$ cat src/design/gedge_fifo.sv
// Short job queue between the front and the back of the edge detector.
module gedge_fifo #(
    parameter int DW    = 8,
    parameter int DEPTH = 2
) (
    input  logic          i_clk,
    input  logic          i_rst_n,
    input  logic          i_push,
    input  logic [DW-1:0] i_data,
    output logic          o_full,
    input  logic          i_pop,
    output logic          o_valid,
    output logic [DW-1:0] o_data
);
    localparam int IW = (DEPTH > 1) ? $clog2(DEPTH) : 1;
    localparam int CW = $clog2(DEPTH + 1);

    logic [DW-1:0] r_mem [DEPTH];
    logic [IW-1:0] r_wp, r_rp;
    logic [CW-1:0] r_cnt;

    function automatic logic [IW-1:0] bump(input logic [IW-1:0] p);
        return (p == IW'(DEPTH - 1)) ? '0 : p + IW'(1);
    endfunction

    assign o_full  = (r_cnt == CW'(DEPTH));
    assign o_valid = (r_cnt != '0);
    assign o_data  = r_mem[r_rp];

    always_ff @(posedge i_clk) begin
        if (!i_rst_n) begin
            r_wp  <= '0;
            r_rp  <= '0;
            r_cnt <= '0;
        end else begin
            if (i_push) begin
                r_wp <= bump(r_wp);
            end
            if (i_pop) begin
                r_rp <= bump(r_rp);
            end
            if (i_push && !i_pop) begin
                r_cnt <= r_cnt + CW'(1);
            end else if (i_pop && !i_push) begin
                r_cnt <= r_cnt - CW'(1);
            end
        end
    end

    always_ff @(posedge i_clk) begin
        if (i_push) begin
            r_mem[r_wp] <= i_data;
        end
    end
endmodule

$ cat config.mk
export PLATFORM = sky130hd
export DESIGN_NAME = gedge_fifo
export DESIGN_NICKNAME = d
export VERILOG_FILES = /design/src/design/gedge_fifo.sv
export SDC_FILE = /design/constraint.sdc
export NUM_CORES = 1
export LEC_CHECK = 0
export BUFFER_PORTS_ARGS = -buffer_cell sky130_fd_sc_hd__buf_4
export CORE_MARGIN = 2
export CORE_UTILIZATION = 48
export DETAILED_ROUTE_END_ITERATION = 10
export PLACE_DENSITY_LB_ADDON = 0.2
export REMOVE_ABC_BUFFERS = 1
export SLEW_MARGIN = 20
export SYNTH_ARGS = -nofsm -noshare
export SYNTH_HDL_FRONTEND = slang
export SYNTH_SLANG_ARGS = --single-unit
export TNS_END_PERCENT = 50
$ cat constraint.sdc
create_clock -name i_clk -period 1.5 [get_ports i_clk]
set_clock_uncertainty 0.1 [all_clocks]
set_input_delay 0.15 -clock i_clk [delete_from_list [all_inputs] [get_ports i_clk]]
set_output_delay 0.15 -clock i_clk [all_outputs]
set_load 0.05 [all_outputs]
== Word level (Yosys, flattened, before mapping) ==
Memories as Yosys holds them, arrays and structs flattened. A register that Yosys moved wholly into a read port is not among the register bits.
Index checks and enable logic that the tools add are counted.
Cells by class
  add/subtract/negate cells: 4
  equal/unequal tests: 1
  muxes and demuxes: 8
  reduce and logical (&&, ||, !) cells: 6
Operator list (number)
  1-bit two-way mux: 6
  2-bit two-way mux: 2
  2-bit nonzero test: 2
  1-bit adder (second input constant): 2
  2-bit by 1-bit adder with 2-bit output (second input constant): 1
  2-bit equality test (second input constant): 1
  1-bit logical AND: 2
  1-bit logical NOT: 2
  2-bit by 1-bit subtractor with 2-bit output (second input constant): 1
Word-level totals
  bits in registers: 4
  memory bits (writable): 16
  bits of input ports: 12
  output and inout port bits: 10
  logic and storage cells: 23
  memories: 1
Memory list
  r_mem: depth 2, bits a word 8, rd ports 1, clocked after memory_dff 1, write ports 1, RTL line 18  | logic [DW-1:0] r_mem [DEPTH];

== Depth between registers and ports, before layout ==
Gate-level depths: netlist of the first run.
  depth after elaboration: 4
  depth in mapped cells: 5
  mapped depth without buffers: 5

== Worst setup path before layout of the first run ==
Ideal clock, no wire load.
  path type: flip-flop to flip-flop
  from: reg r_wp
  to: mem r_mem[0][0], enable pin
  library setup time: 0.375 ns
  data arrival time: 0.730 ns
  required time: 1.025 ns
  slack: 0.296 ns
  stages on the path, launching flop included: 2
  buffers on the path: 0
  clock period less this slack: 1.204 ns
  cell sequence: dfxtp_1 nor2b_1
RTL lines
  start: declaration: RTL line 19  | logic [IW-1:0] r_wp, r_rp;
  start signal: assignment: RTL line 37  | r_wp <= bump(r_wp);
  end: declaration: RTL line 18
Straight into the memory's write port.

==> results of run 1 <==
==> synth_stat cells <==
cell	count
sky130_fd_sc_hd__edfxtp_1	16
sky130_fd_sc_hd__mux2_2	8
sky130_fd_sc_hd__dfxtp_1	5
sky130_fd_sc_hd__and2_1	4
sky130_fd_sc_hd__nor2b_1	2
sky130_fd_sc_hd__xor2_1	2
sky130_fd_sc_hd__a21boi_1	1
sky130_fd_sc_hd__and2b_2	1
sky130_fd_sc_hd__buf_2	1
sky130_fd_sc_hd__ha_1	1
sky130_fd_sc_hd__inv_1	1
sky130_fd_sc_hd__o21a_1	1
sky130_fd_sc_hd__o21ai_0	1
sky130_fd_sc_hd__or2_2	1
sky130_fd_sc_hd__or3_1	1
sky130_fd_sc_hd__xnor2_1	1
==> report_power, final <==
part | switching (mW) | internal [mW]
sequential | 0.0231 | 0.666
clock | 0.157 | 0.0991
combinational | 0.175 | 0.144
total | 0.355 | 0.909
==> final cells by class <==
cell class / count / area (um2) / area share
Clock buffer: 3 / 22.5 / 0.0198
Multi-Input combinational cell: 24 / 208 / 0.183
Sequential cell: 21 / 584 / 0.514
Clock inverter: 1 / 5.00 / 0.00441
Timing Repair Buffer: 32 / 293 / 0.258
Tap cell: 16 / 20.0 / 0.0176
Inverter: 1 / 3.75 / 0.00330
==> flip-flops by register name, indices dropped and copies added, names as in the netlist, named ones only <==
| register | cells |
|---|---|
| r_mem | 16 |
| r_cnt | 2 |
| r_rp | 1 |
| r_wp | 1 |
==> worst min-delay path, cell delays in order <==
cell	delay, ns
sky130_fd_sc_hd__buf_4	0.09
sky130_fd_sc_hd__xor2_1	0.06
sky130_fd_sc_hd__and2_1	0.14
==> per-stage QoR <==
stage / setup TNS (ns) / std cells / utilization
after floorplan: 0 / 46 / -
after global placement: 0 / 85 / 0.646
after detailed placement: 0 / 85 / 0.646
after CTS: 0 / 98 / 0.745
after global routing: -0.126 / 98 / 0.745
final: 0 / 98 / 0.745
==> layout by cell type (no fill, tap or decap) <==
cell type and instances:
sky130_fd_sc_hd__edfxtp_1 16, sky130_fd_sc_hd__buf_4 15, sky130_fd_sc_hd__dlygate4sd3_1 9, sky130_fd_sc_hd__mux2_2 8
sky130_fd_sc_hd__buf_6 8, sky130_fd_sc_hd__and2_1 4, sky130_fd_sc_hd__dfxtp_1 4, sky130_fd_sc_hd__clkbuf_4 3
sky130_fd_sc_hd__xor2_1 2, sky130_fd_sc_hd__nor2b_1 2, sky130_fd_sc_hd__or2_2 1, sky130_fd_sc_hd__and2b_2 1
sky130_fd_sc_hd__xnor2_1 1, sky130_fd_sc_hd__o21a_1 1, sky130_fd_sc_hd__o21ai_0 1, sky130_fd_sc_hd__or3_1 1
sky130_fd_sc_hd__a21boi_1 1, sky130_fd_sc_hd__inv_1 1, sky130_fd_sc_hd__ha_1 1, sky130_fd_sc_hd__dfxtp_4 1
sky130_fd_sc_hd__clkinv_2 1
==> logic make-up after synthesis <==
group,after synthesis,share of synthesized area
compound gates,3,0.0251
xor+xnor,3,0.0330
fa+ha+maj,1,0.0157
buf+inv,2,0.0110
flops,21,0.728
mux,8,0.113
simple gates,9,0.0738
==> final timing paths <==
path | to | slack, ns | cells after the start
max | o_data[2] | 0.03 | 2
min | flip-flop | 0.08 | 3
max reg2reg | r_mem[1][6] | 0.34 | 1
min reg2reg | r_cnt[1] | 0.41 | 2
==> routing by layer <==
layer  vias to the layer above  wire (um)  global-route usage
met3                         0         60              0.0520
met4                         0          0              0.0364
li1                        242          -                   -
met1                       232        492               0.177
met5                         -          0                   0
met2                        14        741               0.310
==> what timing repair did <==
action                                  4_1_cts  5_1_grt
buffers inserted                              0        0
endpoints found under the setup margin        8        8
resized for setup                            10        0
hold buffers                                  9        0
hold endpoints to repair                     20        0
==> results.toml, run 1 <==
[detailed_routing]
drt_iter0_drc = 6
ant_nets = 0
detail_route.wirelength_um = 1300
number_of_remaining_drc_errors = 0
vias_per_cell = 4.98
dr.pass1.iters = 4
avgRoutedWirePerCell_um = 13.2
via_count = 488

[logic_synthesis]
top_cell_type_s_share_of_synthesized_area = 0.603
yosys_warnings = 0
netlist_area_pre_place_um2 = 797
seq_area_frac_synth = 0.728
synth.distinct_cells = 16
post_synth_inst_count = 47
syn_avg_cell_area_um2 = 17.0
synthesis_stage_register_bit_count = 21
synthDominantAreaCellType = "sky130_fd_sc_hd__edfxtp_1"
synth_top_cells_by_area = "sky130_fd_sc_hd__edfxtp_1, sky130_fd_sc_hd__dfxtp_1, sky130_fd_sc_hd__mux2_2"

[setup_path]
critical_path_data_arrival_time_ns = 1.22
cpLargestDelayFamily = "flip-flops"
crit-reg2reg-launch = "r_wp"
worstPathBufferInverterCount = 1
timing.critical_path.slowest_stage_cell = "sky130_fd_sc_hd__dfxtp_4"
worst_setup_path_end_kind = "output pin"
cp_data_required_time_ns = 1.25
worst_setup_path_start_kind = "flip-flop"
critical_path.max_fanout = 8
cp_slowest_stage_delay_ns = 0.42
path_class = "reg2out"
crit_chain = "mux2_2 > buf_6"

[pwr]
power.density_cell_area_mw_per_mm2 = 1110
irDropWorstVdd_mv = 0.983
total_leakage_power_nw = 0.459
p_total_mw = 1.26

[die]
coreArea_mm2 = 0.00152
placementRows = 14
dieArea_mm2 = 0.00200
start_util = 0.523
ioPinCount = 22
floorplan.die.width_um = 44.8
die_height_um = 44.8

[timing]
report.final.hold_viol_count = 0
final_period_minus_worst_setup_slack_ns = 1.47
min_period_over_period = 0.981
fin_ws_ns = 0.0280
slew-limit-headroom = 0.751
fin_hold_ws_ns = 0.0796
setup_viol = 0
rsz0062_at_grt = "yes"
slew_of_the_pin_with_the_lowest_slew_margin_ns = 0.373
fmax_mhz = 679
slew_violations = 0

[clock_tree]
cts_buffers = 3
clk_latency_ns = 0.29
cts_root_buffer = "sky130_fd_sc_hd__clkbuf_4"
cts.sinks = 21
h-tree-depth = 1
clk_pin_slew_ns = 0.10
tritoncts = "yes"
cts.path.max_buffers = 2

[run_status]
result_of_the_run = "complete, no violations"

[layout]
fillers = 99
antenna_cells_inserted = 0
layout.nets = 96
areaGrowthSynthToFinish_pct = 42.5
post_route_cells_drive_above_1_share = 0.463
final_area_mm2 = 0.00114

[min_path]
min-delay-start = "i_pop"
hp-class = "in2reg"

[global_routing]
globalRouteTotalUtil = 0.165
overall_overflow_remaining_after_global_route = 0
antenna_found_initial = 0
via_count_of_the_first_global_routing_pass = 538
grt_pass1_wl_um = 2310
grt_start_max_net_pins = 13

[placed_design]
buffer_ports.inserted = 21
placement.setup.worst_slack_ns = 0.129
place_area_um2 = 985
globalplace.congestion = 0.640

[job]
max_cap_violations = 0
Power figures use the tool's default switching activity.
==> inputs of run 2 (changes only) <==
--- a/config.mk
+++ b/config.mk
@@ -10,7 +10,7 @@
 export CORE_UTILIZATION = 48
 export DETAILED_ROUTE_END_ITERATION = 10
 export PLACE_DENSITY_LB_ADDON = 0.2
-export REMOVE_ABC_BUFFERS = 1
+export SETUP_SLACK_MARGIN = 0.5
 export SLEW_MARGIN = 20
 export SYNTH_ARGS = -nofsm -noshare
 export SYNTH_HDL_FRONTEND = slang
==> run 2 against run 1 <==
Effect of this change:
- cell area increased by 8.8%
- non-clock buffer count is the same
- first-iteration DRC count increased by 83%
- sequential cell count stayed put
- sequential share of layout area down 3.7 points
- critical path type unchanged
- largest power group unchanged
==> results.toml, run 2 (synthesis gave the netlist of run 1 again) <==
[timing]
fin_hold_ws_ns = 0.0819
min_period_over_period = 0.976
final_period_minus_worst_setup_slack_ns = 1.46
slew_of_the_pin_with_the_lowest_slew_margin_ns = 0.192
setup-tns-final_ns = 0
setup_viol = 0
rsz0062_at_grt = "yes"
report.final.hold_viol_count = 0
fmax_mhz = 683
slew_violations = 0
slew-limit-headroom = 0.872

[detailed_routing]
avgRoutedWirePerCell_um = 12.9
number_of_remaining_drc_errors = 0
detail_route.wirelength_um = 1280
ant_nets = 0
drt_iter0_drc = 11
via_count = 502
vias_per_cell = 5.07
dr.pass1.iters = 4

[die]
dieArea_mm2 = 0.00200
start_util = 0.523
floorplan.die.width_um = 44.8
die_height_um = 44.8
placementRows = 14
coreArea_mm2 = 0.00152
ioPinCount = 22

[run_status]
result_of_the_run = "complete, no violations"

[global_routing]
globalRouteTotalUtil = 0.158
via_count_of_the_first_global_routing_pass = 526
grt_start_max_net_pins = 12
antenna_found_initial = 0
grt_pass1_wl_um = 2190
overall_overflow_remaining_after_global_route = 0

[layout]
most-common-layout-cells = "sky130_fd_sc_hd__edfxtp_1, sky130_fd_sc_hd__buf_4, sky130_fd_sc_hd__dlygate4sd3_1, sky130_fd_sc_hd__buf_6, sky130_fd_sc_hd__mux2_4"
layout.nets = 97
areaGrowthSynthToFinish_pct = 55.1
final_cells = 99
fillers = 77
top_register = "r_mem"
number_of_flip_flops_in_the_largest_register = 16
post_route_cells_drive_above_1_share = 0.542
antenna_cells_inserted = 0
layout_commonest_cell = "sky130_fd_sc_hd__edfxtp_1"
post-route-util = 0.811
registers_with_the_most_flip_flops = "r_mem: 16 flops, r_cnt: 2 flops"

[setup_path]
worst_setup_path_end_kind = "output pin"
worst_setup_path_start_kind = "flip-flop"
timing.critical_path.slowest_stage_cell = "sky130_fd_sc_hd__dfxtp_4"
cp_data_required_time_ns = 1.25
critical_path_data_arrival_time_ns = 1.21
cp_slowest_stage_delay_ns = 0.45
r2r_slack_ns = 0.26
crit_chain = "mux2_4 > buf_6"
critical_path.max_fanout = 8
path_class = "reg2out"

[placed_design]
placed_cells_incl_taps = 83
buffer_ports.inserted = 21
globalplace.congestion = 0.618
hpwlAfterDp_um = 855

[clock_tree]
cts.path.max_buffers = 2
clk_pin_slew_ns = 0.10
cts_buffers = 3
h-tree-depth = 1
cts_root_buffer = "sky130_fd_sc_hd__clkbuf_4"
cts.sinks = 21
clk_latency_ns = 0.29
tritoncts = "yes"

[min_path]
hp-class = "in2reg"

[pwr]
total_leakage_power_nw = 0.509
power.density_cell_area_mw_per_mm2 = 1080
irDropWorstVdd_mv = 0.742
p_total_mw = 1.33

[logic_synthesis]
syn_nets = 60

[job]
max_cap_violations = 0
==> run 2: final cells by class <==
cell class                 instances  area, um2  share of cell area
sequential                        21        591               0.478
timing repair buffer              32        312               0.252
multi-input combinational         25        284               0.230
clock buffer                       4       26.3              0.0213
tap                               16       20.0              0.0162
inverter                           1       3.75             0.00304
==> run 2: where the power goes <==
group,internal [mW],switching [mW],total [mW]
sequential,0.667,0.0276,0.695
combinational,0.193,0.189,0.382
clock,0.103,0.151,0.254
==> run 2: path summary, 6_finish.rpt <==
kind,from,to,depth (start not counted)
max,flip-flop,o_data[5],2
min,i_pop,flip-flop,3
max reg2reg,r_cnt[0],r_cnt[1],4
min reg2reg,r_rp,flip-flop,2
==> run 2: what timing repair did <==
action / CTS / global route
hold buffers: 9 / 0
hold endpoints to repair: 20 / 0
pin swaps: 2 / 2
setup endpoints to repair: 28 / 22
gates resized for setup: 20 / 4
cloned: 1 / 0
setup buffers: 2 / 0
==> run 2: worst max-delay path, delay by kind of cell (launching register included) <==
kind	cells	cell delay, ns
flops	1	0.45
mux	1	0.32
buf+inv	1	0.15
==> run 2: per-layer routing <==
layer,GRT usage,vias to the layer above,wire length (um)
met5,0,-,0
met4,0.0909,0,25
met3,0.0440,6,69
met2,0.272,20,659
met1,0.172,234,525
li1,-,242,-
==> run 2: stage by stage <==
stage / instance area, um2 / setup WS [ns]
2_1_floorplan: 850 / 0.428
3_3_place_gp: 1020 / 0.272
3_5_place_dp: 1020 / 0.267
4_1_cts: 1220 / 0.0262
5_1_grt: 1240 / -0.0157
6_report: 1240 / 0.0362
==> inputs of run 3 (changes only) <==
--- a/config.mk
+++ b/config.mk
@@ -6,8 +6,12 @@
 export NUM_CORES = 1
 export LEC_CHECK = 0
 export BUFFER_PORTS_ARGS = -buffer_cell sky130_fd_sc_hd__buf_4
+export CELL_PAD_IN_SITES_DETAIL_PLACEMENT = 0
+export CELL_PAD_IN_SITES_GLOBAL_PLACEMENT = 2
+export CORE_ASPECT_RATIO = 0.7
 export CORE_MARGIN = 2
-export CORE_UTILIZATION = 48
+export CORE_UTILIZATION = 34
+export CTS_CLUSTER_SIZE = 24
 export DETAILED_ROUTE_END_ITERATION = 10
 export PLACE_DENSITY_LB_ADDON = 0.2
 export SETUP_SLACK_MARGIN = 0.5
==> run 3 against run 2 <==
Effect of this change:
- critical endpoint is now o_data[0]
- sequential cell count stayed put
- combinational power is 3% lower
- highest routed layer unchanged
- largest power group unchanged
- critical path depth stayed put
- final cell count is 14% higher
- non-clock buffer count is 1 lower
- die area is 38% higher
- sequential power hardly changed
==> results.toml, run 3 (synthesis gave the netlist of run 1 again) <==
[layout]
registers_with_the_most_flip_flops = "r_mem: 16 flops, r_cnt: 2 flops"
layout_commonest_cell = "sky130_fd_sc_hd__edfxtp_1"
antenna_cells_inserted = 0
most-common-layout-cells = "sky130_fd_sc_hd__edfxtp_1, sky130_fd_sc_hd__buf_4, sky130_fd_sc_hd__dlygate4sd3_1, sky130_fd_sc_hd__buf_6, sky130_fd_sc_hd__mux2_4"
top_register = "r_mem"
post_route_cells_drive_above_1_share = 0.543
layout.nets = 95
areaGrowthSynthToFinish_pct = 55.1
number_of_flip_flops_in_the_largest_register = 16
sequential_cell_area_um2 = 591
multi_input_comb_area_um2 = 270
fillers = 179

[pwr]
power.density_cell_area_mw_per_mm2 = 1070
irDropWorstVdd_mv = 0.459
p_total_mw = 1.32
total_leakage_power_nw = 0.498

[placed_design]
globalplace.congestion = 0.603
buffer_ports.inserted = 21
hpwlAfterDp_um = 927
placement.setup.worst_slack_ns = 0.258

[timing]
fin_ws_ns = 0.0201
slew_violations = 0
final_period_minus_worst_setup_slack_ns = 1.48
setup_viol = 0
slew-limit-headroom = 0.820
fmax_mhz = 676
setup-tns-final_ns = 0
min_period_over_period = 0.987
fin_hold_ws_ns = 0.0686
slew_of_the_pin_with_the_lowest_slew_margin_ns = 0.269
report.final.hold_viol_count = 0
rsz0062_at_grt = "yes"

[setup_path]
critical_path_data_arrival_time_ns = 1.23
cp_data_required_time_ns = 1.25
worst_r2r_path_depth = 4
critical_path.max_fanout = 8
path_class = "reg2out"
r2r_slack_ns = 0.27
crit-reg2reg-launch = "r_cnt[0]"
worst_setup_path_start_kind = "flip-flop"
worstReg2RegEnd = "r_cnt[1]"
worst_setup_path_end_kind = "output pin"

[global_routing]
grt_pass1_wl_um = 2190
via_count_of_the_first_global_routing_pass = 505
antenna_found_initial = 0
overall_overflow_remaining_after_global_route = 0
globalRouteTotalUtil = 0.116
grt_start_max_net_pins = 13
global_route.usage.met3 = 0.0351
groute.layer.met1.usage = 0.126
grt.met2_usage = 0.194
global_route.peak_usage_layer = "met2"

[clock_tree]
cts_root_buffer = "sky130_fd_sc_hd__clkbuf_4"
cts_buffers = 3
cts.sinks = 21
h-tree-depth = 1
tritoncts = "yes"
clk_latency_ns = 0.30
cts.path.max_buffers = 2
clk_pin_slew_ns = 0.11

[die]
placementRows = 14
start_util = 0.364
dieArea_mm2 = 0.00275
floorplan.die.width_um = 61.9
coreArea_mm2 = 0.00219
die_height_um = 44.5
ioPinCount = 22

[min_path]
min-delay-start = "i_pop"
hold-path-cell-count = 3
hp-class = "in2reg"

[detailed_routing]
vias_per_cell = 4.25
drt_iter0_drc = 5
avgRoutedWirePerCell_um = 11.6
detail_route.wirelength_um = 1310
dr.pass1.iters = 2
number_of_remaining_drc_errors = 0
via_count = 480
ant_nets = 0

[logic_synthesis]
syn_nets = 60

[run_status]
result_of_the_run = "complete, no violations"

[job]
max_cap_violations = 0
## run 3: worst max-delay path by stage
stage           endpoint  slack (ns)
5_1_grt        o_data[3]       -0.04
4_1_cts        o_data[0]       0.007
6_report       o_data[0]        0.02
3_5_place_dp   o_data[0]        0.26
2_1_floorplan  o_data[0]        0.43
3_3_place_gp   o_data[0]        0.26
## run 3: layer usage
metal  up-vias  share of wire  wire, um
met5         -              0         0
met4         0          0.027        36
met3         5          0.036        47
met2        12           0.53       690
met1       225           0.41       538
li1        238              -         -
## run 3: layout make-up
cell class,count,area share
clock inverter,1,0.00405
tap,32,0.0324
inverter,1,0.00304
sequential,21,0.478
clock buffer,3,0.0182
multi-input combinational,24,0.219
timing repair buffer,31,0.246
## run 3: metrics by stage
step | cells | area [um2] | util
after floorplan | 47 | 850 | -
after global placement | 99 | 1040 | 0.473
after detailed placement | 99 | 1040 | 0.473
after CTS | 113 | 1210 | 0.555
after global routing | 113 | 1240 | 0.565
final | 113 | 1240 | 0.565
## run 3: report_power, final
part / internal [mW] / total (mW) / leakage, nW / switching, mW
registers: 0.669 / 0.695 / 0.194 / 0.0268
logic: 0.185 / 0.369 / 0.287 / 0.184
clock network: 0.0993 / 0.256 / 0.0177 / 0.157
## run 3: timing repair
action / 4_1_cts / 5_1_grt
buffers inserted: 1 / 0
resized for setup: 18 / 5
hold buffers: 9 / 0
cloned: 0 / 0
endpoints found under the setup margin: 28 / 20
hold endpoints to repair: 20 / 0
pin swaps: 0 / 3
## run 3: worst max-delay path, stage by stage, from the launching register on
cell,delay [ns]
sky130_fd_sc_hd__dfxtp_4,0.45
sky130_fd_sc_hd__mux2_4,0.33
sky130_fd_sc_hd__buf_6,0.15
