**src/design/gedge_pkg.sv**
```systemverilog
// Shared types, codes and mask coefficients of the gradient edge detector.
package gedge_pkg;

    // Configuration register indexes.
    localparam logic [1:0] CFG_WIDTH     = 2'd0;
    localparam logic [1:0] CFG_HEIGHT    = 2'd1;
    localparam logic [1:0] CFG_KIND      = 2'd2;
    localparam logic [1:0] CFG_THRESHOLD = 2'd3;

    // Mask kinds.
    localparam logic [1:0] KIND_ROBERTS = 2'd0;
    localparam logic [1:0] KIND_SOBEL   = 2'd1;
    localparam logic [1:0] KIND_PREWITT = 2'd2;
    localparam logic [1:0] KIND_STOCH   = 2'd3;

    // Request types.
    localparam logic REQ_PIXEL = 1'b0;
    localparam logic REQ_DRAIN = 1'b1;

    localparam int DEF_MAX_WIDTH  = 1024;
    localparam int DEF_MAX_HEIGHT = 1024;
    localparam int DEF_MAX_MASK   = 5;
    localparam int QUEUE_DEPTH    = 2;
    localparam int STOCH_SCALE    = 1000;

    localparam logic [7:0] EDGE_ON  = 8'd255;
    localparam logic [7:0] EDGE_OFF = 8'd0;

    typedef struct packed {
        logic [10:0] w;
        logic [10:0] h;
        logic [1:0]  kind;
        logic [11:0] thr;
    } t_cfg;

    typedef struct packed {
        logic [10:0] n;
        logic [10:0] m;
        logic [10:0] w;
        logic [10:0] h;
        logic [1:0]  kind;
        logic [11:0] thr;
        logic        last;
    } t_job;

    // All masks on a 5x5 grid, the 3x3 masks in its center: [kind][x/y][row][col].
    localparam logic signed [10:0] COEF [4][2][5][5] = '{
        '{ '{ '{0,0,0,0,0}, '{0,0,0,-1,0}, '{0,0,1,0,0}, '{0,0,0,0,0}, '{0,0,0,0,0} },
           '{ '{0,0,0,0,0}, '{0,-1,0,0,0}, '{0,0,1,0,0}, '{0,0,0,0,0}, '{0,0,0,0,0} } },
        '{ '{ '{0,0,0,0,0}, '{0,1,0,-1,0}, '{0,2,0,-2,0}, '{0,1,0,-1,0}, '{0,0,0,0,0} },
           '{ '{0,0,0,0,0}, '{0,-1,-2,-1,0}, '{0,0,0,0,0}, '{0,1,2,1,0}, '{0,0,0,0,0} } },
        '{ '{ '{0,0,0,0,0}, '{0,1,0,-1,0}, '{0,1,0,-1,0}, '{0,1,0,-1,0}, '{0,0,0,0,0} },
           '{ '{0,0,0,0,0}, '{0,-1,-1,-1,0}, '{0,0,0,0,0}, '{0,1,1,1,0}, '{0,0,0,0,0} } },
        '{ '{ '{267,364,0,-364,-267}, '{373,562,0,-562,-373},
              '{463,1000,0,-1000,-463}, '{373,562,0,-562,-373},
              '{267,364,0,-364,-267} },
           '{ '{267,373,463,373,267}, '{364,562,1000,562,364}, '{0,0,0,0,0},
              '{-267,-373,-463,-373,-267}, '{-364,-562,-1000,-562,-364} } }
    };

    function automatic logic signed [10:0] gedge_coef(input logic [1:0] kind,
                                                      input logic axis,
                                                      input logic [2:0] row,
                                                      input logic [2:0] col);
        return COEF[kind][axis][row][col];
    endfunction

endpackage

```
**src/design/gedge_if.sv**
```systemverilog
// Stream interfaces for pixel requests and edge results.
interface gedge_in_if;
    logic       valid;
    logic       ready;
    logic       req_type;
    logic [7:0] pixel_in;
    modport source(output valid, output req_type, output pixel_in, input ready);
    modport sink(input valid, input req_type, input pixel_in, output ready);
endinterface


```
**src/design/gedge_front.sv**
```systemverilog
// Front end: accepts items, writes the line store and decides when a result is due.
module gedge_front #(
    parameter int MAX_WIDTH = gedge_pkg::DEF_MAX_WIDTH,
    parameter int MAX_MASK  = gedge_pkg::DEF_MAX_MASK,
    parameter int PW        = $clog2((MAX_MASK + 1) * MAX_WIDTH)
) (
    input  logic            i_clk,
    input  logic            i_rst_n,
    gedge_in_if.sink        i_in,
    input  gedge_pkg::t_cfg i_cfg,
    input  logic            i_full,
    output logic            o_push,
    output gedge_pkg::t_job o_job,
    output logic [PW-1:0]   o_base,
    output logic            o_wr_en,
    output logic [PW-1:0]   o_wr_addr,
    output logic [7:0]      o_wr_data
);
    import gedge_pkg::*;

    localparam int RING = (MAX_MASK + 1) * MAX_WIDTH;
    localparam int CW   = $clog2(RING + 1);
    localparam int NW   = (CW > 13) ? CW : 13;

    logic [CW-1:0] r_pend, n_pend, pend1;
    logic [PW-1:0] r_wr, r_base;
    logic [10:0]   r_n, r_m;
    logic          acc, is_pix, emit, rad2, last;
    logic [10:0]   hm1, wm1, n_eff, row_room, col_room;
    logic [1:0]    k, j;
    logic [12:0]   kw, need;

    always_comb begin
        is_pix   = (i_in.req_type == REQ_PIXEL);
        acc      = i_in.valid && i_in.ready;
        pend1    = (is_pix && r_pend < CW'(RING)) ? r_pend + CW'(1) : r_pend;
        hm1      = i_cfg.h - 11'd1;
        wm1      = i_cfg.w - 11'd1;
        n_eff    = (r_n > hm1) ? hm1 : r_n;
        row_room = hm1 - n_eff;
        col_room = wm1 - r_m;
        rad2     = (i_cfg.kind == KIND_STOCH);
        if (rad2) begin
            k = (row_room >= 11'd2) ? 2'd2 : row_room[1:0];
            j = (col_room >= 11'd2) ? 2'd2 : col_room[1:0];
        end else begin
            k = (row_room >= 11'd1) ? 2'd1 : 2'd0;
            j = (col_room >= 11'd1) ? 2'd1 : 2'd0;
        end
        // Distance from this position to the newest pixel its window needs.
        if (k == 2'd2) begin
            kw = {1'b0, i_cfg.w, 1'b0};
        end else if (k == 2'd1) begin
            kw = {2'b00, i_cfg.w};
        end else begin
            kw = '0;
        end
        need = kw + {11'd0, j};
        emit = acc && (pend1 != '0) && (NW'(pend1) > NW'(need));
        last = (n_eff == hm1) && (r_m == wm1);
        n_pend = emit ? pend1 - CW'(1) : pend1;
    end

    assign i_in.ready = !i_full;
    assign o_push     = emit;
    assign o_base     = r_base;
    assign o_wr_en    = acc && is_pix;
    assign o_wr_addr  = r_wr;
    assign o_wr_data  = i_in.pixel_in;

    always_comb begin
        o_job.n    = n_eff;
        o_job.m    = r_m;
        o_job.w    = i_cfg.w;
        o_job.h    = i_cfg.h;
        o_job.kind = i_cfg.kind;
        o_job.thr  = i_cfg.thr;
        o_job.last = last;
    end

    always_ff @(posedge i_clk) begin
        if (!i_rst_n) begin
            r_pend <= '0;
            r_wr   <= '0;
            r_base <= '0;
            r_n    <= '0;
            r_m    <= '0;
        end else if (acc) begin
            r_pend <= n_pend;
            if (is_pix) begin
                r_wr <= (r_wr == PW'(RING - 1)) ? '0 : r_wr + PW'(1);
            end
            if (emit) begin
                r_base <= (r_base == PW'(RING - 1)) ? '0 : r_base + PW'(1);
                if (last) begin
                    r_n <= '0;
                    r_m <= '0;
                end else if (r_m == wm1) begin
                    r_n <= n_eff + 11'd1;
                    r_m <= '0;
                end else begin
                    r_n <= n_eff;
                    r_m <= r_m + 11'd1;
                end
            end
        end
    end
endmodule

```
**src/flat_wrapper.sv**
```systemverilog
// flat-port wrapper written by rule: the top's interface ports become plain ports
module gedge_front_flat import gedge_pkg::*;
#(
    parameter int MAX_WIDTH = gedge_pkg::DEF_MAX_WIDTH,
    parameter int MAX_MASK  = gedge_pkg::DEF_MAX_MASK,
    parameter int PW        = $clog2((MAX_MASK + 1) * MAX_WIDTH)
)
  (i_clk, i_rst_n, i_cfg, i_full, o_push, o_job, o_base, o_wr_en, o_wr_addr, o_wr_data, i_in_valid, i_in_req_type, i_in_pixel_in, i_in_ready);
  gedge_in_if i_in_i ();
  input  logic i_clk;
  input  logic i_rst_n;
  input  gedge_pkg::t_cfg i_cfg;
  input  logic i_full;
  output logic o_push;
  output gedge_pkg::t_job o_job;
  output logic [PW-1:0] o_base;
  output logic o_wr_en;
  output logic [PW-1:0] o_wr_addr;
  output logic [7:0] o_wr_data;
  input wire logic [$bits(i_in_i.valid)-1:0] i_in_valid;
  input wire logic [$bits(i_in_i.req_type)-1:0] i_in_req_type;
  input wire logic [$bits(i_in_i.pixel_in)-1:0] i_in_pixel_in;
  output wire logic [$bits(i_in_i.ready)-1:0] i_in_ready;
  assign i_in_i.valid = i_in_valid;
  assign i_in_i.req_type = i_in_req_type;
  assign i_in_i.pixel_in = i_in_pixel_in;
  assign i_in_ready = i_in_i.ready;
  gedge_front #(.MAX_WIDTH(MAX_WIDTH), .MAX_MASK(MAX_MASK), .PW(PW)) u_core (.i_clk(i_clk), .i_rst_n(i_rst_n), .i_in(i_in_i), .i_cfg(i_cfg), .i_full(i_full), .o_push(o_push), .o_job(o_job), .o_base(o_base), .o_wr_en(o_wr_en), .o_wr_addr(o_wr_addr), .o_wr_data(o_wr_data));
endmodule
```
**config.mk**
```make
export PLATFORM = sky130hd
export DESIGN_NAME = gedge_front_flat
export DESIGN_NICKNAME = d
export VERILOG_FILES = /design/src/design/gedge_pkg.sv /design/src/design/gedge_if.sv /design/src/design/gedge_front.sv /design/src/flat_wrapper.sv
export SDC_FILE = /design/constraint.sdc
export NUM_CORES = 1
export LEC_CHECK = 0
export BUFFER_PORTS_ARGS = -buffer_cell sky130_fd_sc_hd__buf_4
export CAP_MARGIN = 20
export CORE_MARGIN = 2
export CORE_UTILIZATION = 45
export DETAILED_ROUTE_END_ITERATION = 7
export PLACE_DENSITY = 0.79
export SLEW_MARGIN = 30
export SYNTH_ARGS = -nofsm -noshare
export SYNTH_HDL_FRONTEND = slang
export SYNTH_SLANG_ARGS = --single-unit
```
**constraint.sdc**
```tcl
create_clock -name i_clk -period 10.5 [get_ports i_clk]
set_input_delay 1.05 -clock i_clk [delete_from_list [all_inputs] [get_ports i_clk]]
set_output_delay 1.05 -clock i_clk [all_outputs]
set_load 0.02 [all_outputs]
```
Word-level counts from Yosys, hierarchy flattened
Index checks and enable logic that the tools add are counted.

operators by class
  add/subtract/negate cells = 11
  magnitude comparators = 7
  equality and inequality tests = 7
  muxes and demuxes = 17
  bitwise logic cells = 1
  reduce and logical (&&, ||, !) cells = 10

operators by type and width
  cell                                                                                   number
  11-bit 2-to-1 mux                                                                      6
  13-bit 2-to-1 mux                                                                      5
  13-bit by 1-bit adder with 13-bit output (second input constant)                       3
  13-bit equality test (second input constant)                                           2
  11-bit by 1-bit adder with 11-bit output (second input constant)                       2
  11-bit equality test                                                                   2
  11-bit by 1-bit greater-or-equal comparator with 1-bit output (second input constant)  2
  11-bit by 2-bit greater-or-equal comparator with 1-bit output (second input constant)  2
  11-bit by 1-bit subtractor with 11-bit output (second input constant)                  2
  11-bit subtractor                                                                      2
  13-bit by 2-bit adder with 13-bit output                                               1
  13-bit > comparator                                                                    1
  13-bit less-than comparator (second input constant)                                    1
  13-bit nonzero test                                                                    1
  13-bit by 1-bit subtractor with 13-bit output (second input constant)                  1
  11-bit > comparator                                                                    1
  2-bit 2-to-1 mux                                                                       4
  1-bit logical AND                                                                      6
  2-bit equality test (second input constant)                                            2
  2-bit AND reduction                                                                    2
  2-bit by 1-bit equality test with 1-bit output (second input constant)                 1
  1-bit 2-to-1 mux                                                                       2
  1-bit logical NOT                                                                      1
  1-bit inverter                                                                         1

storage, ports and cells
  register bits after elaboration = 61
  bits of input ports = 49
  logic and storage cells = 58

Depth between registers and ports, before layout
Gate-level depths: netlist of the first run.

  depth after elaboration = 14
  gate-level depth with buffers = 50
  mapped depth without buffers = 49

Worst setup path after synthesis of the first run
No wires, ideal clock.

  path kind = in2out
  start = in i_cfg[19] (netlist bit)
  end = out o_push
  arrival time = 9.671 ns
  data required time = 9.450 ns
  slack = -0.221 ns
  stages on the path = 43
  path through = nor4_1 > nand2_1 > nor3_1 > xor2_1 > inv_1 > ha_1 > a211o_1 > a221o_1 > a22o_1 > buf_2 > a21oi_1 > inv_1 > ha_1 > nor2b_1 > o31ai_1 > a211oi_1 > a211oi_2 > o21bai_1 > (+7 left out) > fa_1 > and3_1 > and3_1 > nand2_1 > inv_1 > and3_1 > a31oi_1 > a21oi_1 > and3_1 > a21oi_1 > ha_1 > a21o_1 > a211o_1 > a41oi_1 > nor3_1 > nand2_1 > clkinv_1 > buf_1

RTL lines
  element             line                RTL
  start: declaration  flat_wrapper.sv:12  input gedge_pkg::t_cfg i_cfg;
  end: declaration    flat_wrapper.sv:14  output logic o_push;

Final worst setup path of the first run
  start = in i_cfg[16] (netlist bit)
  end = out o_push

on the way
  cells in the longest elaborated chain, start to end = 13
  elaborated cells between the ends (all ways) = 16
  those cells by class = 3 x add/sub; 4 x order compare; 2 x eq/ne; 6 x mux; 1 x reduce/logical

RTL lines
  element                                                                                                                                                line                                  RTL
  11-bit by 1-bit subtractor with 11-bit output *                                                                                                        gedge_front.sv:37                     hm1 = i_cfg.h - 11'd1;
  11-bit > comparator                                                                                                                                    gedge_front.sv:39                     n_eff = (r_n > hm1) ? hm1 : r_n;
  11-bit 2-to-1 mux                                                                                                                                      gedge_front.sv:39
  11-bit subtractor *                                                                                                                                    gedge_front.sv:40                     row_room = hm1 - n_eff;
  11-bit by 1-bit greater-or-equal comparator with 1-bit output / 11-bit by 2-bit greater-or-equal comparator with 1-bit output (equally long branches)  gedge_front.sv:47, gedge_front.sv:44
  1-bit 2-to-1 mux / 2-bit 2-to-1 mux (equally long branches)                                                                                            gedge_front.sv:47, gedge_front.sv:44
  2-bit 2-to-1 mux *                                                                                                                                     gedge_front.sv:43                     if (rad2) begin
  2-bit by 1-bit equality test with 1-bit output                                                                                                         gedge_front.sv:53                     end else if (k == 2'd1) begin
  11-bit 2-to-1 mux                                                                                                                                      gedge_front.sv:53
  13-bit 2-to-1 mux *                                                                                                                                    gedge_front.sv:51                     if (k == 2'd2) begin
  13-bit by 2-bit adder with 13-bit output *                                                                                                             gedge_front.sv:58                     need = kw + {11'd0, j};
  13-bit > comparator *                                                                                                                                  gedge_front.sv:59                     emit = acc && (pend1 != '0) && (NW'(pend1) > NW'(need));
  1-bit logical AND *                                                                                                                                    gedge_front.sv:59

Every way passes the cells marked *; elsewhere a longest branch is shown, timed or not.

==> results of run 1 <==
==> cells in the mapped netlist, types with 7 or more instances <==
cell type	n	area [um2]
nor2_1	74	278
xnor2_1	62	543
dfxtp_1	61	1220
nand2_1	59	221
inv_1	53	199
ha_1	52	651
buf_4	45	338
xor2_1	38	333
o21ai_0	36	180
a21oi_1	31	155
nor3_1	27	135
nand3_1	25	125
nand4_1	21	131
nor2b_1	19	119
clkbuf_1	18	67.6
a21boi_0	17	128
or3_1	16	100
mux2i_1	15	150
a22oi_1	11	82.6
a21o_1	10	75.1
and3_1	10	62.6
nor4_1	10	62.6
and2_1	9	56.3
nand2b_1	8	50.1
o21a_1	7	52.6
==> metrics by stage <==
step / total power, mW / cells / TNS (ns) / util, % / hold slack [ns]
after floorplan: 0.351 / 831 / 0 / - / 0.468
after global placement: 0.375 / 1064 / 0 / 51.4 / 0.488
after detailed placement: 0.377 / 1064 / -1.22 / 51.4 / 0.502
after CTS: 0.729 / 1080 / 0 / 54.1 / 0.509
after global routing: 0.768 / 1097 / -0.371 / 56.7 / 0.551
final: 0.735 / 1097 / 0 / 56.7 / 0.507
==> layout make-up <==
type / count / area, um2 / share of cell area (%)
clock buffer: 10 / 239 / 3.04
clock inverter: 6 / 110 / 1.40
inverter: 54 / 206 / 2.62
multi-input combinational: 646 / 4810 / 61.2
sequential: 61 / 1220 / 15.5
tap: 180 / 225 / 2.86
timing repair buffer: 140 / 1050 / 13.4
==> power breakdown <==
| group | leakage, nW | switching (mW) | total (mW) | internal (mW) |
|---|---|---|---|---|
| Clock | 0.165 | 0.106 | 0.344 | 0.238 |
| Combinational | 2.65 | 0.0905 | 0.158 | 0.0679 |
| Sequential | 0.491 | 0.000654 | 0.233 | 0.232 |
==> flip-flops by register name, indices dropped and copies added (netlist names) <==
register	count
u_core.o_wr_addr	13
u_core.o_base	13
u_core.r_n	11
u_core.r_m	11
u_core.r_pend	13
==> final timing paths <==
check,cells past startpoint,slack (ns),endpoint
worst min register to register,2,0.51,u_core.o_wr_addr[1]
worst max-delay path,43,0.29,o_push
worst min-delay path,2,0.51,u_core.o_wr_addr[1]
worst max register to register,40,1.75,u_core.r_pend[9]
==> worst max-delay path: cells and delay by family <==
| family | cells | cell delay [ns] |
|---|---|---|
| compound gates | 15 | 3.04 |
| simple gates | 14 | 2.48 |
| fa+ha+maj | 5 | 1.39 |
| buf+inv | 7 | 0.78 |
| xor+xnor | 1 | 0.21 |
| mux | 1 | 0.21 |
==> kinds of logic after synthesis <==
kind of cell	Yosys count	share of synthesized area [%]
compound gates	166	18.6
xor+xnor	100	13.7
fa+ha+maj	56	11.2
buf+inv	124	9.97
flops	61	19.0
mux	18	2.87
simple gates	306	24.7
==> metal layers <==
metal | wire length, um | vias up
met5 | 0 | -
met4 | 440 | 0
met1 | 7300 | 2895
met3 | 907 | 36
li1 | - | 3048
met2 | 8000 | 214
==> cells in the final DEF (no fill, tap or decap), types with 4 or more instances in the layout <==
master and n:
o211ai_1 5, nand4b_1 4, or4_1 4, a21oi_2 6, and2_1 9, nand4_1 21
nor2b_1 18, a211oi_1 4, nand3_1 25, ha_1 46, a22oi_1 11, ha_4 4
xor2_1 37, xnor2_1 60, o31ai_1 5, a21boi_0 17, mux2i_1 12, a21o_1 10
and3_1 10, nor4_1 8, inv_1 52, or3_1 16, buf_4 140, dfxtp_1 61
nor3_1 24, nand2b_1 8, a21oi_1 25, clkbuf_16 9, o21a_1 7, o21ai_0 35
nor2_1 72, nand2_1 57
==> repair_timing <==
| action | 4_1_cts | 5_1_grt |
|---|---|---|
| hold buffers | 0 | 0 |
| gates resized for setup | 5 | 46 |
| setup buffers | 0 | 17 |
| pin swaps | 1 | 19 |
| endpoints found under the setup margin | 1 | 33 |
| gates cloned | 0 | 0 |
==> summary.md, run 1 <==
| Metric | Value |
|---|---|
| Status | finished clean |
| Fin. Hold Viols | 0 |
| First-pass GRT wire length | 26200 um |
| # port buffers | 104 |
| Post-DRT Antenna Nets | 0 |
| Max clock buf depth | 2 |
| GR met3 Demand/Resource | 2.91% |
| Pre-CTS setup slack | -0.174 ns |
| DPL Wire Length | 12300 um |
| Vias | 6193 |
| CTS sink count | 61 |
| Measured slew at the worst slew-check pin | 0.791 ns |
| CTS clock-pin slew for the worst setup and hold paths | 0.05 ns |
| Slew Limit Headroom | 46.8% |
| Die X | 123 um |
| VDD IR max | 0.0000885 V |
| Iteration-0 DRC Markers | 473 |
| Die Span Y | 123 um |
| CTS tree | done |
| Initial antenna violation count | 0 |
| Core area | 13900 um2 |
| DRC violations left | 0 |
| Initial Util | 46.2% |
| Final wirelength | 16700 um |
| # diodes | 0 |
| CTS buffer count | 9 |
| Max Slew Vio Count | 0 |
| Number of enable flip-flop cells after synthesis | 0 |
| Final Cell Area | 7870 um2 |
| GR Overflow Total | 0 |
| Routability cong. | 0.901 |
| Worst hold path type | reg2reg |
| Layout cells sized above 1 | 24.0% |
| Nature of the critical path endpoint | output pin |
| DRT Pass-1 Iters | 5 |
| Fin crit period | 10.21 ns |
| Dpl cell area | 7130 um2 |
| Distinct cells, synth | 72 |
| # fillers | 1246 |
| Cell Pwr Density | 93.4 nW/um2 |
| Critical Path RT | 9.45 ns |
| Synthesized area | 6410 um2 |
| Nets | 1016 |
| Synth Flop Type | dfxtp_1 |
| Register area share after synthesis | 19.0% |
| Critical path class | in2out |
| Syn nets | 935 |
| Critical Path Most Common Cell | and3_1 |
| Fin Clk Skew | 0.00617 ns |
| Worst Path Max Fanout | 9 |
| CP Launch Type | input port |
| GRT met2 Usage | 35.5% |
| Wire per inst | 15.2 um |
| Worst setup margin | 0.292 ns |
| Final Cycle Share | 97.2% |
| Vias in the first global route | 5607 |
| Vias per inst | 5.65 |
| H-tree depth | 3 |
| Rows | 43 |
| Met1 usage in global routing | 27.3% |
| Worst Setup SP | i_cfg[16] |
| Crit-path max cell delay | 0.40 ns |
| R2R Path Start | u_core.r_n[3] |
| Slowest cell on the critical path | fa_2 |
| CP arrival | 9.16 ns |
| Syn avg cell area | 7.72 um2 |
| GRT Max-Usage Layer | met2 |
| Cells after synthesis | 831 |
| Asr flop ratio synth | 0% |
| Post-synthesis register bit count | 61 |
| Synth-to-layout area growth | 22.7% |
| Fmax | 0.0980 GHz |
| Total GRT Usage | 21.2% |
| Max cap viols | 0 |
| Skew-Pair Late Insertion Delay | 0.33 ns |
| Hold Crit Start | u_core.o_wr_addr[1] |
| Final setup viols | 0 |
| Yosys Warn Count | 0 |
| I/O pin count | 145 |
| Die area | 15200 um2 |
| Root buffer cell | clkbuf_16 |
| Largest net degree at the start of global routing | 33 |
| Static Leak | 3.30 nW |
Power figures use the tool's default switching activity.
==> run 2: changes to the inputs <==
Settings changed: BUFFER_PORTS_ARGS -buffer_cell sky130_fd_sc_hd__buf_4 to -buffer_cell sky130_fd_sc_hd__buf_2.
==> run 2 against run 1 <==
Net effect:
- clock-buffer cell count up 1
- total power down 1.6%
- critical path depth unchanged
- die area unchanged
- first-iteration DRC count down 3.4%
- via count unchanged
- sequential cell count unchanged
- final area down 4.2%
- critical endpoint unchanged
- highest routed layer unchanged
==> summary.md, run 2 (synthesis gave the netlist of run 1 again) <==
| Metric | Value |
|---|---|
| Vias | 6193 (unchanged) |
| Critical Path RT | 9.45 ns (about the same) |
| CTS tree | done |
| Critical path class | in2out |
| VDD IR max | 0.0000953 V (+7.7%) |
| Fin Clk Skew | 0.00547 ns (-0.000699 ns) |
| Most frequent cells in the layout | 103 x buf_2, 73 x nor2_1, 61 x dfxtp_1, 60 x xnor2_1, 59 x nand2_1 |
| Fin. Hold Viols | 0 (unchanged) |
| Commonest non-fill, non-tap cell in the layout | buf_2 |
| Max Slew Vio Count | 0 (unchanged) |
| Setup TNS | 0 ns (unchanged) |
| CP Launch Type | input port |
| Root buffer cell | clkbuf_16 |
| Initial antenna violation count | 0 (unchanged) |
| # diodes | 0 (unchanged) |
| Worst hold path type | reg2reg |
| Skew-Pair Late Insertion Delay | 0.33 ns (about the same) |
| Die area | 15200 um2 (unchanged) |
| CTS buffer count | 9 (unchanged) |
| Worst Setup SP | i_cfg[16] |
| Static Leak | 3.24 nW (-1.9%) |
| Total GRT Usage | 20.9% (-0.30 points) |
| R2R Path Start | u_core.r_n[3] |
| I/O pin count | 145 (unchanged) |
| Crit-path max cell delay | 0.50 ns (+0.10 ns) |
| Vias per inst | 5.68 (+0.55%) |
| Dpl cell area | 6860 um2 (-3.9%) |
| Nets | 1011 (-0.49%) |
| Final setup viols | 0 (unchanged) |
| Fmax | 0.0983 GHz (+0.32%) |
| Nature of the critical path endpoint | output pin |
| Die Span Y | 123 um (unchanged) |
| Post-DRT Antenna Nets | 0 (unchanged) |
| Rows | 43 (unchanged) |
| GR met3 Demand/Resource | 3.00% (+0.092 points) |
| Final wirelength | 16100 um (-3.4%) |
| Max cap viols | 0 (unchanged) |
| Final Cycle Share | 96.9% (-0.31 points) |
| H-tree depth | 3 (unchanged) |
| CTS clock-pin slew for the worst setup and hold paths | 0.05 ns (about the same) |
| Hold buffer count at cts | 0 (unchanged) |
| Hold Crit Start | u_core.o_wr_addr[1] |
| Final Cell Area | 7540 um2 (-4.2%) |
| GR Overflow Total | 0 (unchanged) |
| Slew Limit Headroom | 43.3% (-3.5 points) |
| GRT Max-Usage Layer | met2 |
| Met1 usage in global routing | 27.1% (-0.14 points) |
| First-pass GRT wire length | 25800 um (-1.8%) |
| Wire per inst | 14.7 um (-2.9%) |
| DRC violations left | 0 (unchanged) |
| Status | finished clean |
| DPL Wire Length | 12300 um (-0.63%) |
| # fillers | 1303 (+4.6%) |
| # port buffers | 104 (unchanged) |
| DRT Pass-1 Iters | 5 (unchanged) |
| Vias in the first global route | 5623 (+0.29%) |
| Synth-to-layout area growth | 17.6% |
| Worst Path Max Fanout | 6 (-3) |
| Initial Util | 46.2% (unchanged) |
| Max clock buf depth | 2 (unchanged) |
| Sequential Area | 1220 um2 (unchanged) |
| Iteration-0 DRC Markers | 457 (-3.4%) |
| Measured slew at the worst slew-check pin | 0.842 ns (+0.0516 ns) |
| Layout cells sized above 1 | 23.5% (-0.50 points) |
| Multi-input gate area | 4790 um2 (-0.57%) |
| CP arrival | 9.13 ns (-0.03 ns) |
| Fin crit period | 10.18 ns (-0.0330 ns) |
| Slowest cell on the critical path | or4_4 |
| CTS sink count | 61 (unchanged) |
| GRT met2 Usage | 35.0% (-0.48 points) |
| Routability cong. | 0.931 (+3.3%) |
| Cell Pwr Density | 96.0 nW/um2 (+2.7%) |
| Largest net degree at the start of global routing | 33 (unchanged) |
| Flop2flop setup slack | 1.82 ns (+0.07 ns) |
| Core area | 13900 um2 (unchanged) |
| Die X | 123 um (unchanged) |
run 2: area by class of cell:
class	count	area share [%]
clock inverter	4	1.26
clock buffer	11	3.35
inverter	54	2.69
multi-input combinational	646	63.5
timing repair buffer	135	10.0
sequential	61	16.2
tap	180	2.99
run 2: power by group:
group          leakage, nW  internal [mW]  switching [mW]  total [mW]
clock                0.172          0.243           0.101       0.343
sequential           0.491          0.232        0.000585       0.233
combinational         2.58         0.0596          0.0879       0.147
total                 3.24          0.535           0.189       0.724
run 2: metal layers:
| layer | up-vias | share of wire (%) |
|---|---|---|
| li1 | 3039 | - |
| met1 | 2906 | 45 |
| met2 | 215 | 48 |
| met3 | 33 | 5.3 |
| met4 | 0 | 2.3 |
| met5 | - | 0 |
run 2: final timing paths:
| check | endpoint | depth (start not counted) |
|---|---|---|
| setup / recovery | o_push | 43 |
| hold / removal | u_core.o_wr_addr[1] | 2 |
| setup reg to reg | u_core.r_pend[9] | 40 |
| hold reg to reg | u_core.o_wr_addr[1] | 2 |
run 2: critical path: cells and delay by family:
family | cells | cell delay (ns)
adders and majority gates | 6 | 1.63
xor gates and xnor gates | 1 | 0.49
buffers and inverters | 7 | 0.65
AOI/OAI and AO/OA | 13 | 2.58
and+or+nand+nor | 15 | 2.54
muxes | 1 | 0.19
run 2: what timing repair did:
item	CTS	global route
buffers inserted	0	14
pin swaps	1	19
gates resized for setup	6	46
endpoints found under the setup margin	1	21
endpoints found under the hold margin	0	0
run 2: per-stage QoR:
stage	worst slack, ns	util, %	power (mW)	std cells	hold WS [ns]
3_5_place_dp	-0.288	49.4	0.370	1062	0.492
4_1_cts	0.0148	52.2	0.719	1077	0.499
6_report	0.325	54.3	0.724	1091	0.498
3_3_place_gp	0.0471	49.4	0.367	1062	0.489
2_1_floorplan	0.0506	-	0.351	831	0.468
5_1_grt	-0.143	54.3	0.757	1091	0.539
==> run 3: changes to the inputs <==
Settings changed: RECOVER_POWER set to 25.
==> run 3 against run 2 <==
Net effect:
- via count is essentially flat
- final area fell by 0.61%
- clock-buffer cell count unchanged
- clock power is essentially flat
- total power barely moved
- first-iteration DRC count shrank 9.4%
- critical path type unchanged
- critical endpoint unchanged
- largest power group unchanged
==> summary.md, run 3 (synthesis gave the netlist of run 1 again) <==
| Metric | Value |
|---|---|
| Critical Path RT | 9.45 ns (about the same) |
| Flop2flop setup slack | 1.86 ns (+0.04 ns) |
| Pre-CTS setup slack | -0.288 ns (unchanged) |
| Fin crit period | 10.17 ns (-0.00240 ns) |
| Critical path class | in2out |
| DPL Wire Length | 12300 um (unchanged) |
| Core area | 13900 um2 (unchanged) |
| Worst setup margin | 0.327 ns (+0.00240 ns) |
| Fin. Hold Viols | 0 (unchanged) |
| Fin Clk Skew | 0.00780 ns (+0.00233 ns) |
| GR Overflow Total | 0 (unchanged) |
| Die X | 123 um (unchanged) |
| Crit-path max cell delay | 0.50 ns (about the same) |
| Rows | 43 (unchanged) |
| # diodes | 0 (unchanged) |
| Initial Util | 46.2% (unchanged) |
| Die area | 15200 um2 (unchanged) |
| CTS sink count | 61 (unchanged) |
| Vias per inst | 5.68 (about the same) |
| Total GRT Usage | 20.9% (unchanged) |
| Slowest cell on the critical path | or4_4 |
| Routability cong. | 0.931 (unchanged) |
| Wire per inst | 14.7 um (about the same) |
| Setup TNS | 0 ns (unchanged) |
| Largest net degree at the start of global routing | 33 (unchanged) |
| Die Span Y | 123 um (unchanged) |
| Max cap viols | 0 (unchanged) |
| Final Cycle Share | 96.9% (about the same) |
| Most frequent cells in the layout | 73 x nor2_1, 66 x buf_2, 61 x dfxtp_1, 60 x xnor2_1, 59 x nand2_1 |
| # fillers | 1326 (+1.8%) |
| First-pass GRT wire length | 25800 um (unchanged) |
| Max clock buf depth | 2 (unchanged) |
| Vias in the first global route | 5623 (unchanged) |
| Static Leak | 3.08 nW (-5.0%) |
| Vias | 6197 (+0.065%) |
| Initial antenna violation count | 0 (unchanged) |
| Worst Path Max Fanout | 6 (unchanged) |
| Hold buffer count at cts | 0 (unchanged) |
| Measured slew at the worst slew-check pin | 0.835 ns (-0.00721 ns) |
| I/O pin count | 145 (unchanged) |
| CTS tree | done |
| # port buffers | 104 (unchanged) |
| CP Launch Type | input port |
| CTS clock-pin slew for the worst setup and hold paths | 0.05 ns (about the same) |
| Worst hold path type | reg2reg |
| Fmax | 0.0983 GHz (about the same) |
| DRT Pass-1 Iters | 5 (unchanged) |
| Status | finished clean |
| Synth-to-layout area growth | 16.8% |
| Layout cells sized above 1 | 19.4% (-4.1 points) |
| CTS buffer count | 9 (unchanged) |
| CP arrival | 9.12 ns (about the same) |
| Skew-Pair Late Insertion Delay | 0.33 ns (about the same) |
| Nets | 1011 (unchanged) |
| Nature of the critical path endpoint | output pin |
| Slew Limit Headroom | 43.8% (+0.48 points) |
| Post-DRT Antenna Nets | 0 (unchanged) |
| DRC violations left | 0 (unchanged) |
| Root buffer cell | clkbuf_16 |
| VDD IR max | 0.0000953 V (about the same) |
| Max Slew Vio Count | 0 (unchanged) |
| Final setup viols | 0 (unchanged) |
| Final wirelength | 16100 um (about the same) |
| H-tree depth | 3 (unchanged) |
| Commonest non-fill, non-tap cell in the layout | nor2_1 |
| Cell Pwr Density | 96.7 nW/um2 (+0.71%) |
| Iteration-0 DRC Markers | 414 (-9.4%) |
-- run 3: critical path, delay by kind of cell --
family	cells	cell delay (ns)
buffers and inverters	7	0.64
AOI/OAI and AO/OA	13	2.55
xor gates and xnor gates	1	0.49
and+or+nand+nor	15	2.54
muxes	1	0.19
adders and majority gates	6	1.63
-- run 3: report_power, final --
part           internal [mW]  total [mW]  switching, mW
Clock                  0.243       0.344          0.101
Combinational         0.0595       0.147         0.0879
Sequential             0.232       0.233       0.000599
-- run 3: worst paths after layout --
kind | startpoint | endpoint | depth (start not counted)
setup / recovery | i_cfg[16] | o_push | 43
hold / removal | u_core.o_wr_addr[1] | u_core.o_wr_addr[1] | 2
setup reg to reg | u_core.r_n[3] | u_core.r_pend[9] | 40
hold reg to reg | u_core.o_wr_addr[1] | u_core.o_wr_addr[1] | 2
-- run 3: cell type report --
| cell class | instances | area [um2] | share of cell area, % |
|---|---|---|---|
| Multi-Input combinational cell | 646 | 4790 | 63.9 |
| Timing Repair Buffer | 135 | 709 | 9.47 |
| Clock buffer | 11 | 253 | 3.37 |
| Sequential cell | 61 | 1220 | 16.3 |
| Inverter | 54 | 203 | 2.70 |
| Clock inverter | 4 | 95.1 | 1.27 |
| Tap cell | 180 | 225 | 3.01 |
-- run 3: through the flow --
stage	hold WS [ns]	instances	utilization (%)	cell area [um2]	total power, mW
2_1_floorplan	0.468	831	-	6420	0.351
3_3_place_gp	0.489	1062	49.4	6860	0.367
3_5_place_dp	0.492	1062	49.4	6860	0.370
4_1_cts	0.499	1077	52.2	7240	0.719
5_1_grt	0.540	1091	54.0	7490	0.757
6_report	0.501	1091	54.0	7490	0.724
-- run 3: per-layer routing --
| metal | track usage [%] | up-vias | routed length [um] |
|---|---|---|---|
| met5 | 0 | - | 0 |
| met4 | 7.53 | 0 | 365 |
| met3 | 3.00 | 33 | 867 |
| met2 | 35.0 | 219 | 7670 |
| met1 | 27.1 | 2902 | 7180 |
| li1 | - | 3043 | - |
-- run 3: what timing repair did --
action                                  CTS  global route
buffers inserted                          0            14
pin swaps                                 1            19
endpoints found under the setup margin    1            21
resized for setup                         6            46
